--- src/rtl/mclc_ram.sv ---
// Generic single-write, single-read RAM with a registered read port.
`timescale 1ns / 1ps

module mclc_ram #(
    parameter int WIDTH = 8,
    parameter int DEPTH = 16
) (
    input  logic                                      clk,
    input  logic                                      wr_en,
    input  logic [((DEPTH > 1) ? $clog2(DEPTH) : 1)-1:0] wr_addr,
    input  logic [WIDTH-1:0]                          wr_data,
    input  logic                                      rd_en,
    input  logic [((DEPTH > 1) ? $clog2(DEPTH) : 1)-1:0] rd_addr,
    output logic [WIDTH-1:0]                          rd_data
);

    logic [WIDTH-1:0] mem [DEPTH];
    logic [WIDTH-1:0] rd_data_reg;

    always_ff @(posedge clk)
    begin
        if (wr_en)
        begin
            mem[wr_addr] <= wr_data;
        end
        if (rd_en)
        begin
            rd_data_reg <= mem[rd_addr];
        end
    end

    assign rd_data = rd_data_reg;

endmodule

--- config.mk ---
export PLATFORM = sky130hd
export DESIGN_NAME = mclc_ram
export DESIGN_NICKNAME = d
export VERILOG_FILES = /design/src/rtl/mclc_ram.sv
export SDC_FILE = /design/constraint.sdc
export NUM_CORES = 1
export LEC_CHECK = 0
export BUFFER_PORTS_ARGS = -buffer_cell sky130_fd_sc_hd__buf_4
export CELL_PAD_IN_SITES_DETAIL_PLACEMENT = 0
export CELL_PAD_IN_SITES_GLOBAL_PLACEMENT = 1
export CORE_AREA = 3 3 90 134
export CTS_CLUSTER_DIAMETER = 40
export DETAILED_ROUTE_END_ITERATION = 6
export DIE_AREA = 0 0 93 137
export GPL_TIMING_DRIVEN = 0
export PLACE_DENSITY_LB_ADDON = 0.3
export SYNTH_ARGS = -nofsm -noshare
export SYNTH_HDL_FRONTEND = slang
export SYNTH_SLANG_ARGS = --single-unit
--- constraint.sdc ---
create_clock -name clk -period 1.6 [get_ports clk]
set_input_delay 0.16 -clock clk [delete_from_list [all_inputs] [get_ports clk]]
set_output_delay 0.16 -clock clk [all_outputs]
set_load 0.01 [all_outputs]
==> run summary <==
outcome -> finished, final reports clean
row cnt -> 47
I/O Buffers -> 25
fin. max-slew vios -> 0
startpoint types -> register
Total GRT Usage -> 0.170
CP Max Fanout -> 1
post-route clock period utilization -> 0.987
post-DP HPWL -> 6.50 mm
antenna viol nets, final -> 0
Routed Wire Length -> 9.83 mm
Boundary Pins -> 27
Post-Syn Area -> 0.00523 sq mm
Met3 Wirelength -> 508 microns
max reg flops -> 128
synth warn -> 0
crit-path leading delay family -> multiplexers
cell area after layout -> 0.00616 sq mm
Post-CTS Setup Repair Bufs -> 0
Unique masters post-synth -> 18
Starting Density -> 0.473
first-pass GRT wire length -> 14.8 mm
Met2 Wirelength -> 5.30 mm
min-delay worst type -> input pin to register
Max VDD drop -> 0.838 mV
cell at the slowest stage of the critical path -> mux4_1
uppermost routed layer -> met4
Die Span X -> 93 microns
WP buf/inv -> 0
Syn Inst Count -> 229
LEAKAGE -> 0.00205 uW
total CTS buffers -> 17
fin util -> 0.558
Fillers -> 864
reg2reg setup slack -> 20 ps
Reg clk slew, reported paths -> 50 ps
GRT overflow -> 0
fmax -> 633 MHz
max incr delay on CP -> 560 ps
initial antenna violation count -> 0
Mapped Avg Cell Area -> 22.8 sq um
post-place instance area -> 0.00560 sq mm
worst-path cell chain -> mux4_1 > a22oi_1 > nand2_1
largest net degree at the start of global routing -> 17
Via density -> 5.48
clk root buf -> clkbuf_16
Tot Pwr -> 8000 uW
hold_ws -> 30.9 ps
critical setup path kind -> register to register
Worst slew margin -> 0.203
chip height -> 137 microns
vias in the first global route -> 2462
synthesized flop and latch total -> 136
clock sinks -> 136
Worst Clk Skew -> 12.9 ps
largest cells by area after synthesis -> edfxtp_1 78%, mux4_2 7.8%, mux4_1 7.0%, a22oi_1 2.3%, nor2_1 0.93%
Max-Cap Viols -> 0
DRC violations left -> 0
share of cells above drive strength 1 -> 0.286
clk_lat worst skew -> 410 ps
diodes inserted -> 0
area leader, netlist -> edfxtp_1
final setup fails -> 0
Slew @ Worst Pin -> 1190 ps
Nets -> 293
Hold Violations, Final -> 0
core footprint -> 0.0111 sq mm
critical path capture point type -> register
Area Growth Syn to Fin -> 17.9%
DRT iter0 DRCs -> 214
drt wl/cell -> 22.6 microns
Worst EP required -> 1740 ps
unrepaired setup endpoints after global routing -> false
minimum clock period -> 1580 ps
Pwr per Cell Area -> 1300 mW/mm^2
CTS max path bufs -> 2
vias -> 2378
CTS tree -> yes
H-tree Lvls -> 4
top-area cell type share of the netlist area -> 0.781
WP data arrival -> 1720 ps
routability congestion estimate -> 0.748
syn nets -> 248
drt first pass iters -> 5
die area -> 0.0127 sq mm
met1 wire length -> 3.85 mm
sequential area share after synthesis -> 0.781
[layout make-up]
| class | instances | area (sq um) | share of cell area |
|---|---|---|---|
| sequential | 136 | 4080 | 0.662 |
| tap | 147 | 184 | 0.0298 |
| timing repair buffer | 26 | 195 | 0.0317 |
| clock inverter | 10 | 104 | 0.0168 |
| clock buffer | 22 | 444 | 0.0721 |
| multi-input combinational | 83 | 1070 | 0.173 |
| buffer | 10 | 86.3 | 0.0140 |
[path summary, 6_finish.rpt]
| check | cells after the start | start | endpoint |
|---|---|---|---|
| worst max-delay path | 3 | mem[1][0] | rd_data[0] |
| worst min-delay path | 1 | rd_en | rd_data[7] |
| worst max register to register | 3 | mem[1][0] | rd_data[0] |
| worst min register to register | 3 | mem[15][2] | rd_data[2] |
[timing repair]
item | CTS | global route
pin swaps | 0 | 1
hold buffers | 0 | 0
endpoints found under the setup margin | 1 | 1
resized for setup | 1 | 0
[placed cells by master (no fill, tap or decap), drive strengths merged, types with 2 or more instances in the layout]
master           n
bufinv           2
edfxtp         136
nand2            9
nand3b           2
mux4            32
nor3             4
nor2            13
clkinv           7
a22oi           16
buf             32
clkbuf          23
clkdlybuf4s25    3
nand2b           2
[kinds of logic (layout without fill, tap and decap cells)]
family | Yosys count | count (layout) | share of synthesized area
compound gates | 16 | 16 | 0.0230
buf+inv | 10 | 68 | 0.0165
flops | 136 | 136 | 0.781
mux | 32 | 32 | 0.148
simple gates | 35 | 35 | 0.0314
[per-layer routing]
| metal | up-vias | global-route usage |
|---|---|---|
| li1 | 1070 | - |
| met1 | 1227 | 0.208 |
| met2 | 73 | 0.281 |
| met3 | 8 | 0.0578 |
| met4 | 0 | 0.0603 |
| met5 | - | 0 |
[power breakdown]
| part | switching [uW] | leakage [uW] | internal [uW] |
|---|---|---|---|
| clock network | 1300 | 0.000267 | 2270 |
| logic | 228 | 0.000545 | 178 |
| registers | 17.6 | 0.00124 | 4020 |
[worst register-to-register path, cell delays in order, from the launching register on]
cell and delay [ps]:
edfxtp_1 360, mux4_1 560, a22oi_1 310, nand2_1 90
[synth_stat cells, drive strengths merged]
library cell and number:
a22oi 16, and2 1, and2b 1, buf 7
clkdlybuf4s25 3, edfxtp 136, mux4 32, nand2 9
nand2b 2, nand3 1, nand3b 2, nor2 13
nor2b 1, nor3 4, or3b 1
[per-stage QoR]
| step | setup slack (ps) | cells | TNS [ps] |
|---|---|---|---|
| after detailed placement | -393 | 401 | -15360 |
| after global placement | -387 | 401 | -15620 |
| after CTS | 33.6 | 433 | 0 |
| after floorplan | 158 | 229 | 0 |
| final | 21.1 | 434 | 0 |
| after global routing | 0.977 | 434 | 0 |
Power figures use the tool's default switching activity.
